===== src/rtl/core/zer_pkg.sv =====
`default_nettype none

package zer_pkg;

    // Fixed field widths
    localparam int MASK_W    = 9;
    localparam int FRAME_LEN = 5;
    localparam int CNT_W     = 3;
    localparam int GRP_W     = 4;

    localparam int DEFAULT_NUM_EXPANDERS = 9;

    // Bus addressing
    localparam int BASE_ADDR     = 7;   // entry 0 answers at this address
    localparam int NORM_SHIFT    = 6;   // normal mode: select bit = address - 6
    localparam int EXT_SHIFT     = 13;  // extended mode: select bit = address - 13

    // Function codes
    localparam logic FUNC_POLL = 1'b0;
    localparam logic FUNC_ZONE = 1'b1;

    // Poll types
    localparam logic [7:0] TYPE_ZONE_STATUS = 8'hF1;
    localparam logic [7:0] TYPE_OPEN_BITS   = 8'hF7;
    localparam logic [7:0] TYPE_RELAY       = 8'h00;
    localparam logic [7:0] TYPE_RELAY_EXT   = 8'h0D;

    // Reply constants
    localparam logic [7:0] SEQ_FIRST    = 8'h20;
    localparam logic [7:0] SEQR_FIRST   = 8'h31;
    localparam logic [7:0] SEQR_OTHER   = 8'h34;
    localparam logic [7:0] OPEN_BITS_ID = 8'hF0;

    // Zone range that maps onto expander groups
    localparam logic [5:0] ZONE_MIN = 6'd9;
    localparam logic [5:0] ZONE_MAX = 6'd48;

    typedef struct packed {
        logic       func;
        logic [7:0] device_byte;
        logic [7:0] byte_three;
        logic [7:0] byte_four;
        logic [7:0] byte_five;
        logic [7:0] byte_six;
        logic [5:0] zone_number;
        logic       zone_open;
    } req_t;

    // Reply frame, byte 0 goes out first
    typedef struct packed {
        logic                          hit;
        logic [FRAME_LEN-1:0][7:0]     bytes;
    } frame_t;

endpackage

`default_nettype wire


===== src/rtl/core/zer_zone_store.sv =====
`default_nettype none

module zer_zone_store #(
    parameter int NUM_EXPANDERS = zer_pkg::DEFAULT_NUM_EXPANDERS,
    parameter int IDX_W         = 4
) (
    input  wire logic              clk,
    input  wire logic              rst_n,
    input  wire logic              ev_we,
    input  wire logic [5:0]        zone_number,
    input  wire logic              zone_open,
    input  wire logic [IDX_W-1:0]  rd_idx,
    output logic [7:0]             zone_code,
    output logic [7:0]             open_bits
);
    import zer_pkg::*;

    logic [7:0]       zone_code_reg [NUM_EXPANDERS];
    logic [7:0]       open_bits_reg [NUM_EXPANDERS];
    logic             in_range;
    logic [5:0]       zoff;
    logic [GRP_W-1:0] grp;
    logic [2:0]       zsub;
    logic [7:0]       code_new;
    logic [7:0]       bit_mask;

    always_comb
    begin
        in_range = (zone_number >= ZONE_MIN) && (zone_number <= ZONE_MAX);
        zoff     = zone_number - ZONE_MIN;
        grp      = {1'b0, zoff[5:3]};
        zsub     = zone_number[2:0];
        code_new = {zsub, 1'b0, zone_open, 3'b000};
        // zone 0 of a group is its top zone and sits in bit 0
        if (zsub == 3'd0)
            bit_mask = 8'h01;
        else
            bit_mask = 8'h80 >> (zsub - 3'd1);
    end

    always_ff @(posedge clk or negedge rst_n)
    begin
        if (!rst_n)
        begin
            for (int i = 0; i < NUM_EXPANDERS; i++)
            begin
                zone_code_reg[i] <= 8'h00;
                open_bits_reg[i] <= 8'h00;
            end
        end
        else if (ev_we && in_range)
        begin
            for (int i = 0; i < NUM_EXPANDERS; i++)
            begin
                if (grp == GRP_W'(i))
                begin
                    zone_code_reg[i] <= code_new;
                    if (zone_open)
                        open_bits_reg[i] <= open_bits_reg[i] | bit_mask;
                    else
                        open_bits_reg[i] <= open_bits_reg[i] & ~bit_mask;
                end
            end
        end
    end

    assign zone_code = zone_code_reg[rd_idx];
    assign open_bits = open_bits_reg[rd_idx];

endmodule

`default_nettype wire


===== src/rtl/core/zer_frame_build.sv =====
`default_nettype none

module zer_frame_build #(
    parameter int NUM_EXPANDERS = zer_pkg::DEFAULT_NUM_EXPANDERS,
    parameter int IDX_W         = 4
) (
    input  wire zer_pkg::req_t              req,
    input  wire logic [zer_pkg::MASK_W-1:0] enable_mask,
    input  wire logic [7:0]                 zone_code,
    input  wire logic [7:0]                 open_bits,
    output logic [IDX_W-1:0]                rd_idx,
    output zer_pkg::frame_t                 frame
);
    import zer_pkg::*;

    logic [NUM_EXPANDERS-1:0] match;
    logic                     ext;
    logic                     found;
    logic                     known;
    logic [7:0]               seq;
    logic [7:0]               kind;
    logic [7:0]               relay;
    logic [7:0]               addr_byte;
    logic [7:0]               b0;
    logic [7:0]               b3;
    logic [7:0]               seqr;
    logic [9:0]               sum;

    assign ext = req.device_byte[0];

    // per-entry select decode
    always_comb
    begin
        for (int i = 0; i < NUM_EXPANDERS; i++)
        begin
            match[i] = 1'b0;
            if (enable_mask[i])
            begin
                if (ext)
                begin
                    if ((i + BASE_ADDR >= EXT_SHIFT) && (i + BASE_ADDR - EXT_SHIFT <= 7))
                        match[i] = (req.device_byte
                                    == 8'(1 << (i + BASE_ADDR - EXT_SHIFT)));
                end
                else
                begin
                    if (i + BASE_ADDR - NORM_SHIFT <= 7)
                        match[i] = (req.device_byte
                                    == 8'(1 << (i + BASE_ADDR - NORM_SHIFT)));
                end
            end
        end
    end

    // lowest entry wins
    always_comb
    begin
        found  = 1'b0;
        rd_idx = '0;
        for (int i = 0; i < NUM_EXPANDERS; i++)
        begin
            if (!found && match[i])
            begin
                found  = 1'b1;
                rd_idx = IDX_W'(i);
            end
        end
    end

    always_comb
    begin
        seq   = ext ? req.byte_four : req.byte_three;
        kind  = ext ? req.byte_five : req.byte_four;
        relay = ext ? req.byte_six  : req.byte_five;
        seqr  = (seq == SEQ_FIRST) ? SEQR_FIRST : SEQR_OTHER;
        addr_byte = 8'(rd_idx) + 8'(BASE_ADDR);

        unique case (kind) inside
            TYPE_ZONE_STATUS:
            begin
                known = 1'b1;
                b0    = addr_byte;
                b3    = zone_code;
            end
            TYPE_OPEN_BITS:
            begin
                known = 1'b1;
                b0    = OPEN_BITS_ID;
                b3    = open_bits;
            end
            TYPE_RELAY, TYPE_RELAY_EXT:
            begin
                known = 1'b1;
                b0    = addr_byte;
                b3    = relay;
            end
            default:
            begin
                known = 1'b0;
                b0    = addr_byte;
                b3    = relay;
            end
        endcase

        sum = {2'b00, b0} + {2'b00, seqr} + {2'b00, b3};

        frame.hit      = found && known;
        frame.bytes[0] = b0;
        frame.bytes[1] = seqr;
        frame.bytes[2] = 8'h00;
        frame.bytes[3] = b3;
        frame.bytes[4] = ~(sum[7:0] - 8'd1);
    end

endmodule

`default_nettype wire


===== src/rtl/core/zer_reply_ser.sv =====
`default_nettype none

module zer_reply_ser (
    input  wire logic                          clk,
    input  wire logic                          rst_n,
    input  wire logic                          load,
    input  wire logic [zer_pkg::FRAME_LEN-1:0][7:0] load_bytes,
    output logic                               load_ok,
    output logic                               out_valid,
    input  wire logic                          out_ready,
    output logic [7:0]                         reply_byte,
    output logic                               reply_last
);
    import zer_pkg::*;

    logic                      busy_reg;
    logic                      busy_next;
    logic [CNT_W-1:0]          cnt_reg;
    logic [CNT_W-1:0]          cnt_next;
    logic [FRAME_LEN-1:0][7:0] data_reg;
    logic [FRAME_LEN-1:0][7:0] data_next;
    logic                      take;
    logic                      at_last;

    assign at_last = (cnt_reg == CNT_W'(FRAME_LEN - 1));
    assign take    = busy_reg && out_ready;
    // a new frame may land in the cycle the checksum leaves
    assign load_ok = !busy_reg || (take && at_last);

    always_comb
    begin
        busy_next = busy_reg;
        cnt_next  = cnt_reg;
        data_next = data_reg;
        if (take)
        begin
            if (at_last)
                busy_next = 1'b0;
            cnt_next  = cnt_reg + CNT_W'(1);
            data_next = {8'h00, data_reg[FRAME_LEN-1:1]};
        end
        if (load)
        begin
            busy_next = 1'b1;
            cnt_next  = '0;
            data_next = load_bytes;
        end
    end

    always_ff @(posedge clk or negedge rst_n)
    begin
        if (!rst_n)
        begin
            busy_reg <= 1'b0;
            cnt_reg  <= '0;
        end
        else
        begin
            busy_reg <= busy_next;
            cnt_reg  <= cnt_next;
        end
    end

    always_ff @(posedge clk)
    begin
        data_reg <= data_next;
    end

    assign out_valid  = busy_reg;
    assign reply_byte = data_reg[0];
    assign reply_last = at_last;

endmodule

`default_nettype wire


===== src/rtl/core/zone_expander_responder_core.sv =====
`default_nettype none

// Channel  | Handshake             | Carries
// ---------+-----------------------+----------------------------------------------
// in       | in_valid / in_ready   | one request: poll packet or zone event
// out      | out_valid / out_ready | one reply byte, reply_last on the checksum
// cfg      | cfg_valid / cfg_ready | expander_enable_mask (always ready)
//
// A request is registered, then handled: a zone event updates the
// zone store, a poll builds its five-byte frame and hands it to the serializer.
// The serializer sends one byte per cycle while out_ready is high, so a poll
// that answers waits until the previous frame's checksum has left; events
// and unanswered polls go through at one per cycle. Output stalls back up
// into the input register; reset clears the store, the mask and all valid state.

module zone_expander_responder_core #(
    parameter int NUM_EXPANDERS = zer_pkg::DEFAULT_NUM_EXPANDERS
) (
    input  wire logic                      clk,
    input  wire logic                      rst_n,

    input  wire logic                      in_valid,
    output logic                           in_ready,
    input  wire logic                      func,
    input  wire logic [7:0]                device_byte,
    input  wire logic [7:0]                byte_three,
    input  wire logic [7:0]                byte_four,
    input  wire logic [7:0]                byte_five,
    input  wire logic [7:0]                byte_six,
    input  wire logic [5:0]                zone_number,
    input  wire logic                      zone_open,

    output logic                           out_valid,
    input  wire logic                      out_ready,
    output logic [7:0]                     reply_byte,
    output logic                           reply_last,

    input  wire logic                      cfg_valid,
    output logic                           cfg_ready,
    input  wire logic [zer_pkg::MASK_W-1:0] cfg_data
);
    import zer_pkg::*;

    localparam int IDX_W = (NUM_EXPANDERS > 1) ? $clog2(NUM_EXPANDERS) : 1;

    logic [MASK_W-1:0] mask_reg;
    logic              s1_valid_reg;
    req_t              s1_req_reg;
    req_t              in_req;
    logic              is_event;
    logic              s1_advance;
    logic              ser_load;
    logic              load_ok;
    logic [IDX_W-1:0]  rd_idx;
    logic [7:0]        rd_zone_code;
    logic [7:0]        rd_open_bits;
    frame_t            frame;

    assign cfg_ready = 1'b1;

    always_ff @(posedge clk or negedge rst_n)
    begin
        if (!rst_n)
            mask_reg <= '0;
        else if (cfg_valid)
            mask_reg <= cfg_data;
    end

    assign in_req = '{
        func:        func,
        device_byte: device_byte,
        byte_three:  byte_three,
        byte_four:   byte_four,
        byte_five:   byte_five,
        byte_six:    byte_six,
        zone_number: zone_number,
        zone_open:   zone_open
    };

    // Request register stage
    assign is_event   = (s1_req_reg.func == FUNC_ZONE);
    // events and polls with no answer never wait on the serializer
    assign s1_advance = s1_valid_reg && (is_event || !frame.hit || load_ok);
    assign ser_load   = s1_valid_reg && !is_event && frame.hit && load_ok;
    assign in_ready   = !s1_valid_reg || s1_advance;

    always_ff @(posedge clk or negedge rst_n)
    begin
        if (!rst_n)
            s1_valid_reg <= 1'b0;
        else if (in_ready)
            s1_valid_reg <= in_valid;
    end

    always_ff @(posedge clk)
    begin
        if (in_ready && in_valid)
            s1_req_reg <= in_req;
    end

    zer_zone_store #(
        .NUM_EXPANDERS (NUM_EXPANDERS),
        .IDX_W         (IDX_W)
    ) u_store (
        .clk         (clk),
        .rst_n       (rst_n),
        .ev_we       (s1_valid_reg && is_event),
        .zone_number (s1_req_reg.zone_number),
        .zone_open   (s1_req_reg.zone_open),
        .rd_idx      (rd_idx),
        .zone_code   (rd_zone_code),
        .open_bits   (rd_open_bits)
    );

    zer_frame_build #(
        .NUM_EXPANDERS (NUM_EXPANDERS),
        .IDX_W         (IDX_W)
    ) u_build (
        .req         (s1_req_reg),
        .enable_mask (mask_reg),
        .zone_code   (rd_zone_code),
        .open_bits   (rd_open_bits),
        .rd_idx      (rd_idx),
        .frame       (frame)
    );

    zer_reply_ser u_ser (
        .clk        (clk),
        .rst_n      (rst_n),
        .load       (ser_load),
        .load_bytes (frame.bytes),
        .load_ok    (load_ok),
        .out_valid  (out_valid),
        .out_ready  (out_ready),
        .reply_byte (reply_byte),
        .reply_last (reply_last)
    );

endmodule

`default_nettype wire

===== config.mk =====
export PLATFORM = sky130hd
export DESIGN_NAME = zone_expander_responder_core
export DESIGN_NICKNAME = d
export VERILOG_FILES = /design/src/rtl/core/zer_pkg.sv /design/src/rtl/core/zer_zone_store.sv /design/src/rtl/core/zer_frame_build.sv /design/src/rtl/core/zer_reply_ser.sv /design/src/rtl/core/zone_expander_responder_core.sv
export SDC_FILE = /design/constraint.sdc
export NUM_CORES = 1
export LEC_CHECK = 0
export ABC_AREA = 1
export BUFFER_PORTS_ARGS = -buffer_cell sky130_fd_sc_hd__buf_2
export CORE_MARGIN = 3
export CORE_UTILIZATION = 60
export DETAILED_ROUTE_END_ITERATION = 7
export GPL_TIMING_DRIVEN = 0
export HOLD_SLACK_MARGIN = 0.06
export PLACE_DENSITY = 0.87
export SLEW_MARGIN = 20
export SYNTH_ARGS = -nofsm -noshare
export SYNTH_HDL_FRONTEND = slang
export SYNTH_SLANG_ARGS = --single-unit

===== constraint.sdc =====
create_clock -name clk -period 4.7 [get_ports clk]
set_input_delay 0.94 -clock clk [delete_from_list [all_inputs] [get_ports clk]]
set_output_delay 0.94 -clock clk [all_outputs]
set_load 0.1 [all_outputs]

==> results of run 1 <==
==> logic make-up (layout without fill, tap and decap cells) <==
family | Yosys count | after routing | synth area share
AO/OA/AOI/OAI | 153 | 153 | 0.0917
AND/OR/NAND/NOR | 443 | 443 | 0.207
other | 1 | 1 | 0.000401
adder cells (fa/ha/maj) | 25 | 25 | 0.0350
XOR/XNOR | 8 | 8 | 0.00749
multiplexers | 7 | 7 | 0.00816
flip-flops | 196 | 196 | 0.563
buffers and inverters | 191 | 311 | 0.0875
==> through the flow <==
stage	setup slack (ns)	power, uW
after global routing	-0.156	4770
after detailed placement	-0.0757	3070
after global placement	0.0218	3010
after CTS	0.00798	4500
after floorplan	0.575	2830
final	0.0798	4570
==> metal layers <==
metal / vias up / track usage
met3: 81 / 0.0480
met5: - / 0
li1: 3541 / -
met4: 0 / 0.122
met1: 3564 / 0.337
met2: 408 / 0.422
==> Yosys cell counts, types with 8 or more instances <==
cell,instances,area [um2]
a21oi_1,24,120
buf_2,19,95.1
buf_4,12,90.1
clkbuf_1,47,176
dfrtp_1,108,2700
dfxtp_1,8,160
edfxtp_1,80,2400
ha_1,23,288
inv_1,103,387
nand2_1,266,998
nand2_2,8,50.1
nand3_1,75,375
nor2_1,55,206
o211ai_1,16,120
o21ai_0,78,390
o21ai_1,17,85.1
==> power by group <==
part           internal, uW  switching, uW  leakage, uW
logic                   335            602      0.00251
registers              2050            129      0.00228
clock network           794            660     0.000272
==> path summary, 6_finish.rpt <==
path                       slack [ns]                             startpoint                               endpoint
max                              0.08               s1_req_reg[39]$_DFFE_PP_           u_ser.data_reg[39]$_DFFE_PP_
min                              0.37                                  rst_n             asynchronous set/reset pin
max reg2reg                      0.08               s1_req_reg[39]$_DFFE_PP_           u_ser.data_reg[39]$_DFFE_PP_
min reg2reg                      0.46  u_store.zone_code_reg[11]$_DFFE_PN0P_  u_store.zone_code_reg[11]$_DFFE_PN0P_
max in group asynchronous        3.65                                  rst_n             asynchronous set/reset pin
min in group clk                 0.46  u_store.zone_code_reg[11]$_DFFE_PN0P_  u_store.zone_code_reg[11]$_DFFE_PN0P_
==> worst max-delay path: stages, from the launching register on <==
cell      delay [ns]
edfxtp_1        0.42
buf_6           0.17
buf_6           0.14
xnor2_2         0.16
nor3_1          0.42
nor2_4          0.13
clkbuf_4        0.23
nor2_1          0.14
o21ai_2         0.06
nand3_1         0.10
nand3_1         0.11
nand2_1         0.11
inv_1           0.05
ha_1            0.30
inv_2           0.07
fa_2            0.46
fa_2            0.36
inv_2           0.09
o31ai_4         0.06
a21oi_1         0.14
nor2_1          0.06
nor2_1          0.14
xor2_1          0.22
nand3_1         0.11
nand2_1         0.07
nor2_1          0.04
==> cell type report <==
| cell class | instances | share of cell area |
|---|---|---|
| Sequential cell | 196 | 0.483 |
| Multi-Input combinational cell | 637 | 0.312 |
| Timing Repair Buffer | 88 | 0.0495 |
| Buffer | 83 | 0.0423 |
| Clock buffer | 19 | 0.0397 |
| Inverter | 108 | 0.0377 |
| Tap cell | 188 | 0.0216 |
| Clock inverter | 13 | 0.0139 |
==> timing repair <==
action | CTS | global route
endpoints found under the setup margin | 1 | 2
pin swaps | 0 | 18
resized for setup | 3 | 54
setup buffers | 0 | 15
cloned | 0 | 2
==> results.py, run 1 <==
metrics = {
    "layout": {
        "drive_above_1_share": 0.188,
        "finish.utilization": 0.717,
        "diodes": 0,
        "final_common_cell": "nand2_1",
        "nNetsFinal": 1218,
        "multi_input_area_mm2": 0.00340,
        "area_delta_synth_final_pct": 16.4,
        "regArea_mm2": 0.00527,
        "fill_cells": 1032,
        "fin_cells": 1332,
        "finish.instance_area_mm2": 0.0109,
        "final_cell_mix": "263 x nand2_1, 108 x dfrtp_1, 99 x inv_1",
    },
    "synthesis": {
        "synth_edf_count": 80,
        "synth_ff_type": "dfrtp_1",
        "synth.net_count": 1111,
        "synth_area_mm2": 0.00936,
        "synth_area_per_cell_um2": 9.14,
        "synth_cell_types": 53,
        "synth-seq-cells": 196,
        "ys_async_sr_fraction": 0.551,
        "ys_warn_count": 0,
        "postSynthCellCount": 1024,
        "yosysSeqAreaShare": 0.563,
    },
    "sta": {
        "finalCriticalPeriod_ns": 4.62,
        "fin_worst_hold_slack_ns": 0.366,
        "maxSlewViolCount": 0,
        "fmax_mhz": 216,
        "relSlewSlack": 0.472,
        "worst_pin_slew_ns": 0.790,
        "final_hold_viol_count": 0,
        "final.period_utilization": 0.983,
        "setup_viol": 0,
        "fin_setup_tns_ns": 0,
        "fin_worst_skew_ns": 0.00768,
    },
    "placed_design": {
        "dpl.cell_count": 1284,
        "hpwl_mm": 14.9,
        "post_dp_cell_area_mm2": 0.0100,
        "numPortBuffers": 70,
        "gp_congestion": 0.902,
    },
    "global_routing": {
        "grt_antenna_before_repair": 0,
        "grt_pass1_vias": 7029,
        "grt_overflow": 0,
        "grt_max_degree": 80,
        "grt_usage": 0.258,
        "grt_pass1_wl_mm": 34.1,
    },
    "worst_setup_path": {
        "startpoint_type": "flip-flop",
        "crit_arrival_ns": 4.81,
        "path_max_fanout": 10,
        "required_ns": 4.89,
        "r2r_cells": 25,
        "critPathKind": "reg2reg",
        "end_kind": "flip-flop",
    },
    "drt": {
        "wl_per_cell_um": 16.9,
        "wl_met2_mm": 11.1,
        "antenna_left": 0,
        "route.vias.total": 7594,
        "drtIter0Drc": 811,
        "drt-vias-per-instance": 5.70,
        "met3_length_mm": 1.68,
        "wl_met1_mm": 8.82,
        "dr.pass1.iters": 6,
        "drt_wl_total_mm": 22.5,
        "top_layer_used": "met4",
        "drcViolationCount": 0,
    },
    "die": {
        "io_pins": 74,
        "die_width_um": 131,
        "coreArea_mm2": 0.0152,
        "rows": 45,
        "die_h_um": 131,
        "die_area_mm2": 0.0171,
        "initial_core_util": 0.615,
    },
    "clock_network": {
        "cts_sinks": 196,
        "cts_root_buffer": "clkbuf_16",
        "cts_buffers": 17,
        "htreeDepth": 4,
        "holdBufCountCts": 0,
        "cts_tree": "yes",
        "clk_pin_slew_ns": 0.07,
        "cts.path.max_buffers": 2,
        "clk_latency_ns": 0.44,
    },
    "flow_run": {
        "maxCapViolCount": 0,
    },
    "power": {
        "vdd_drop_max_mv": 0.309,
        "p_per_area_mw_per_mm2": 419,
        "p_leak_uw": 0.00506,
    },
    "hold_path": {
        "hold_class": "in2async",
    },
    "run_status": {
        "outcome": "finished, final reports clean",
    },
}
Note: power is estimated with default switching activity, not from simulation.
==> run 2, diff against run 1 <==
CORE_UTILIZATION = 62   (was 60)
CTS_BUF_LIST = sky130_fd_sc_hd__clkbuf_8   (was unset)
PLACE_DENSITY = 0.89   (was 0.87)
SLEW_MARGIN = unset   (was 20)
==> run 2 against run 1 <==
Against the previous run: maximum frequency rose by 2.7%; highest routed layer unchanged; clock power shrank 17%; global-route usage grew 0.26 points; sequential share of layout area up 1.0 points; combinational power fell by 1%; clock skew increased by 0.0041 ns; non-clock buffer count fell by 3; power fell by 5.9%; hold slack improved by 0.046 ns; count of clock-buffer cells in the layout down 2.
==> results.py, run 2 (same netlist as run 1, synthesis figures left out) <==
metrics = {
    "drt": {
        "drtIter0Drc": 822,
        "met3_length_mm": 1.60,
        "drt_wl_total_mm": 21.7,
        "wl_met1_mm": 8.74,
        "drcViolationCount": 0,
        "antenna_left": 0,
        "drt-vias-per-instance": 5.70,
        "wl_met2_mm": 10.7,
        "top_layer_used": "met4",
        "dr.pass1.iters": 6,
        "route.vias.total": 7547,
        "wl_per_cell_um": 16.4,
    },
    "worst_setup_path": {
        "critPathKind": "reg2reg",
        "cp_slowest_cell": "edfxtp_1",
        "required_ns": 4.94,
        "startpoint_type": "flip-flop",
        "end_kind": "flip-flop",
        "path_max_fanout": 8,
        "crit_arrival_ns": 4.74,
        "cpPeakStageDelay_ns": 0.40,
    },
    "die": {
        "die_area_mm2": 0.0166,
        "coreArea_mm2": 0.0146,
        "die_width_um": 129,
        "io_pins": 74,
        "rows": 44,
        "initial_core_util": 0.639,
        "die_h_um": 129,
    },
    "clock_network": {
        "htreeDepth": 4,
        "cts_buffers": 17,
        "cts_root_buffer": "clkbuf_8",
        "cts.path.max_buffers": 2,
        "clk_pin_slew_ns": 0.10,
        "holdBufCountCts": 0,
        "cts_tree": "yes",
        "cts_sinks": 196,
        "clk_latency_ns": 0.49,
    },
    "power": {
        "p_leak_uw": 0.00499,
        "p_seq_frac": 0.505,
        "p_sw_frac": 0.310,
        "fin_total_pwr_uw": 4300,
        "switching_power_uw": 1330,
        "power_frac_clock": 0.280,
        "comb_power_share": 0.215,
        "p_int_uw": 2970,
        "vdd_drop_max_mv": 0.385,
        "p_per_area_mw_per_mm2": 403,
    },
    "placed_design": {
        "numPortBuffers": 70,
        "place_worst_setup_slack_ns": -0.0852,
        "gp_congestion": 0.897,
        "post_dp_cell_area_mm2": 0.00997,
        "hpwl_mm": 14.8,
    },
    "hold_path": {
        "hold_class": "in2async",
    },
    "layout": {
        "area_delta_synth_final_pct": 14.0,
        "final_common_cell": "nand2_1",
        "final_cell_mix": "265 x nand2_1, 108 x dfrtp_1, 101 x inv_1",
        "finish.utilization": 0.728,
        "diodes": 0,
        "nNetsFinal": 1215,
        "finish.instance_area_mm2": 0.0107,
        "drive_above_1_share": 0.179,
    },
    "sta": {
        "worst_pin_slew_ns": 0.951,
        "fmax_mhz": 222,
        "relSlewSlack": 0.365,
        "setup_viol": 0,
        "setup_slack_ns": 0.203,
        "finalCriticalPeriod_ns": 4.50,
        "fin_worst_skew_ns": 0.0117,
        "maxSlewViolCount": 0,
        "final_hold_viol_count": 0,
        "final.period_utilization": 0.957,
    },
    "global_routing": {
        "grt_antenna_before_repair": 0,
        "grt_overflow": 0,
        "grt_max_degree": 74,
        "grt_pass1_wl_mm": 33.6,
        "grt_usage": 0.261,
        "grt_pass1_vias": 7066,
    },
    "flow_run": {
        "maxCapViolCount": 0,
    },
    "run_status": {
        "outcome": "finished, final reports clean",
    },
}
==> run 2: through the flow <==
step | cells | hold slack, ns | setup TNS [ns]
2_1_floorplan | 1024 | 0.424 | 0
5_1_grt | 1325 | 0.436 | -0.0761
3_3_place_gp | 1278 | 0.435 | 0
3_5_place_dp | 1279 | 0.444 | -0.0852
4_1_cts | 1311 | 0.423 | 0
6_report | 1325 | 0.412 | 0
==> run 2: what timing repair did <==
action / 4_1_cts / 5_1_grt
pin swaps: 0 / 13
setup endpoints to repair: 1 / 2
cloned: 0 / 1
gates resized for setup: 1 / 40
buffers inserted: 0 / 13
==> run 2: power groups by stage <==
stage / Combinational, uW / Clock (uW) / Sequential, uW
6_report: 924 / 1200 / 2170
5_1_grt: 1030 / 1270 / 2190
4_1_cts: 876 / 1210 / 2160
3_5_place_dp: 865 / 0 / 2200
3_3_place_gp: 823 / 0 / 2190
2_1_floorplan: 637 / 0 / 2190
==> run 2: routing by layer <==
| layer | up-vias | track usage |
|---|---|---|
| met1 | 3607 | 0.337 |
| li1 | 3525 | - |
| met2 | 343 | 0.434 |
| met3 | 72 | 0.0602 |
| met4 | 0 | 0.0957 |
| met5 | - | 0 |
==> run 2: area by class of cell <==
cell class	count	area, um2
flip-flops and latches	196	5270
repair buffers	85	503
multi-input cells	637	3360
inverters	108	410
plain buffers	83	450
clock inverters	15	206
clock buffers	17	234
well taps	184	230
fillers	970	3980
==> run 2: worst max-delay path: cells and delay by family, from the launching register on <==
kind / cells / cell delay [ns]
simple gates: 13 / 1.34
fa+ha+maj: 3 / 0.81
buf+inv: 7 / 0.78
compound gates: 4 / 0.71
flops: 1 / 0.40
xor+xnor: 1 / 0.20
==> run 2: path summary, 6_finish.rpt <==
check / cells past startpoint / end / start / slack (ns)
worst max-delay path: 28 / u_ser.data_reg[39]$_DFFE_PP_ / s1_req_reg[39]$_DFFE_PP_ / 0.20
worst min-delay path: 1 / asynchronous set/reset pin / rst_n / 0.41
worst max register to register: 28 / u_ser.data_reg[39]$_DFFE_PP_ / s1_req_reg[39]$_DFFE_PP_ / 0.20
worst min register to register: 1 / u_store.zone_code_reg[31]$_DFFE_PN0P_ / u_store.zone_code_reg[31]$_DFFE_PN0P_ / 0.47
max in group asynchronous: 2 / asynchronous set/reset pin / rst_n / 3.55
min in group clk: 1 / u_store.zone_code_reg[31]$_DFFE_PN0P_ / u_store.zone_code_reg[31]$_DFFE_PN0P_ / 0.47
==> run 3, diff against run 2 <==
CORE_ASPECT_RATIO = 0.75   (was unset)
RECOVER_POWER = 25   (was unset)
==> run 3 against run 2 <==
Against the previous run: the run now ends with max-capacitance violations, max-slew violations left; core utilization grew 0.72 points; worst setup slack lost 0.086 ns; highest routed layer unchanged; critical path depth shrank 1; register-to-register slack lost 0.09 ns; flip-flop and latch count is the same; die area is essentially flat; non-clock buffer count grew 6.
==> results.py, run 3 (same netlist as run 1, synthesis figures left out) <==
metrics = {
    "run_status": {
        "outcome": "finished, violations left",
        "violations": "max-capacitance violations, max-slew violations",
    },
    "power": {
        "p_per_area_mw_per_mm2": 389,
        "vdd_drop_max_mv": 0.324,
        "fin_total_pwr_uw": 4170,
        "p_leak_uw": 0.00498,
    },
    "clock_network": {
        "cts.path.max_buffers": 2,
        "clk_pin_slew_ns": 0.10,
        "cts_root_buffer": "clkbuf_8",
        "cts_buffers": 17,
        "cts_tree": "yes",
        "clk_latency_ns": 0.48,
        "cts_sinks": 196,
        "htreeDepth": 4,
    },
    "worst_setup_path": {
        "cp_slowest_cell": "fa_1",
        "critPathTopFamily": "simple AND/OR/NAND/NOR gates",
        "required_ns": 4.94,
        "cp.depth": 27,
        "critPathBufInv": 7,
        "path_max_fanout": 8,
        "cpPeakStageDelay_ns": 0.51,
        "critical_path.most_common_cell": "nor2_1",
        "startpoint_type": "flip-flop",
        "end_kind": "flip-flop",
        "crit_arrival_ns": 4.82,
        "critPathKind": "reg2reg",
        "r2r_cells": 27,
    },
    "global_routing": {
        "grt_max_degree": 66,
        "grt_usage": 0.267,
        "grt_pass1_wl_mm": 35.0,
        "grt_antenna_before_repair": 0,
        "grt_pass1_vias": 7182,
        "grt_overflow": 0,
    },
    "drt": {
        "drt_wl_total_mm": 22.3,
        "drtIter0Drc": 985,
        "drt-vias-per-instance": 5.64,
        "wl_per_cell_um": 16.6,
        "drcViolationCount": 0,
        "antenna_left": 0,
        "dr.pass1.iters": 7,
        "route.vias.total": 7597,
    },
    "layout": {
        "fin_cells": 1347,
        "nNetsFinal": 1221,
        "final_cell_mix": "263 x nand2_1, 108 x dfrtp_1, 98 x inv_1",
        "final_common_cell": "nand2_1",
        "area_delta_synth_final_pct": 14.7,
        "diodes": 0,
        "finish.utilization": 0.735,
        "drive_above_1_share": 0.187,
    },
    "die": {
        "coreArea_mm2": 0.0146,
        "initial_core_util": 0.641,
        "die_width_um": 148,
        "die_area_mm2": 0.0166,
        "io_pins": 74,
        "die_h_um": 112,
        "rows": 38,
    },
    "sta": {
        "finalCriticalPeriod_ns": 4.58,
        "maxSlewViolCount": 44,
        "worst_pin_slew_ns": 2.69,
        "relSlewSlack": -0.795,
        "fin_worst_skew_ns": 0.0108,
        "final.period_utilization": 0.975,
        "final_hold_viol_count": 0,
        "fin_worst_hold_slack_ns": 0.469,
        "fin_setup_tns_ns": 0,
        "fmax_mhz": 218,
        "setup_viol": 0,
    },
    "placed_design": {
        "numPortBuffers": 70,
        "gp_congestion": 0.876,
        "dpl.cell_count": 1296,
        "hpwl_mm": 15.4,
    },
    "flow_run": {
        "maxCapViolCount": 1,
    },
    "hold_path": {
        "hold_class": "reg2reg",
        "whs_path_depth": 1,
    },
}
## run 3: cell count changes in the layout (fill, tap and decap cells not counted), sizes merged
| cell | before | now |
|---|---|---|
| clkbuf | 67 | 71 |
| bufinv | 4 | 1 |
| clkinvlp | 2 | 5 |
| buf | 118 | 120 |
## run 3: worst paths after layout
kind	from	endpoint	slack [ns]
worst max register to register	s1_req_reg[39]$_DFFE_PP_	u_ser.data_reg[38]$_DFFE_PP_	0.12
max in group asynchronous	rst_n	u_store.zone_code_reg[13]$_DFFE_PN0P_	1.87
min in group asynchronous	rst_n	s1_valid_reg$_DFFE_PN0N_	1.30
worst min register to register	u_store.zone_code_reg[29]$_DFFE_PN0P_	u_store.zone_code_reg[29]$_DFFE_PN0P_	0.47
worst min-delay path	u_store.zone_code_reg[29]$_DFFE_PN0P_	u_store.zone_code_reg[29]$_DFFE_PN0P_	0.47
worst max-delay path	s1_req_reg[39]$_DFFE_PP_	u_ser.data_reg[38]$_DFFE_PP_	0.12
## run 3: routing by layer
metal	vias up	wire length [um]	track usage
met5	-	0	0
li1	3535	-	-
met3	57	2390	0.0775
met1	3593	9320	0.385
met2	412	10100	0.403
met4	0	523	0.0757
## run 3: metrics by stage
step	worst slack (ns)	cell area (um2)
2_1_floorplan	0.575	9360
3_3_place_gp	0.0224	9960
3_5_place_dp	-0.0480	10000
4_1_cts	0.00261	10400
5_1_grt	-0.105	10700
6_report	0.117	10700
## run 3: repair_timing
item | 4_1_cts | 5_1_grt
cloned | 0 | 3
buffers inserted | 0 | 16
pin swaps | 0 | 15
hold buffers | 0 | 0
gates resized for setup | 3 | 43
endpoints found under the setup margin | 1 | 2
## run 3: cell type report
class,count,area [um2]
Tap cell,200,250
Clock buffer,17,234
Buffer,83,455
Inverter,108,410
Multi-Input combinational cell,637,3380
Clock inverter,15,146
Timing Repair Buffer,91,591
Fill cell,994,3860
Sequential cell,196,5270
## run 3: report_power, final
part | total, uW | internal [uW] | switching [uW] | leakage (uW)
logic | 931 | 338 | 593 | 0.00252
clock network | 1070 | 432 | 634 | 0.000178
registers | 2170 | 2050 | 127 | 0.00228
total | 4170 | 2820 | 1350 | 0.00498
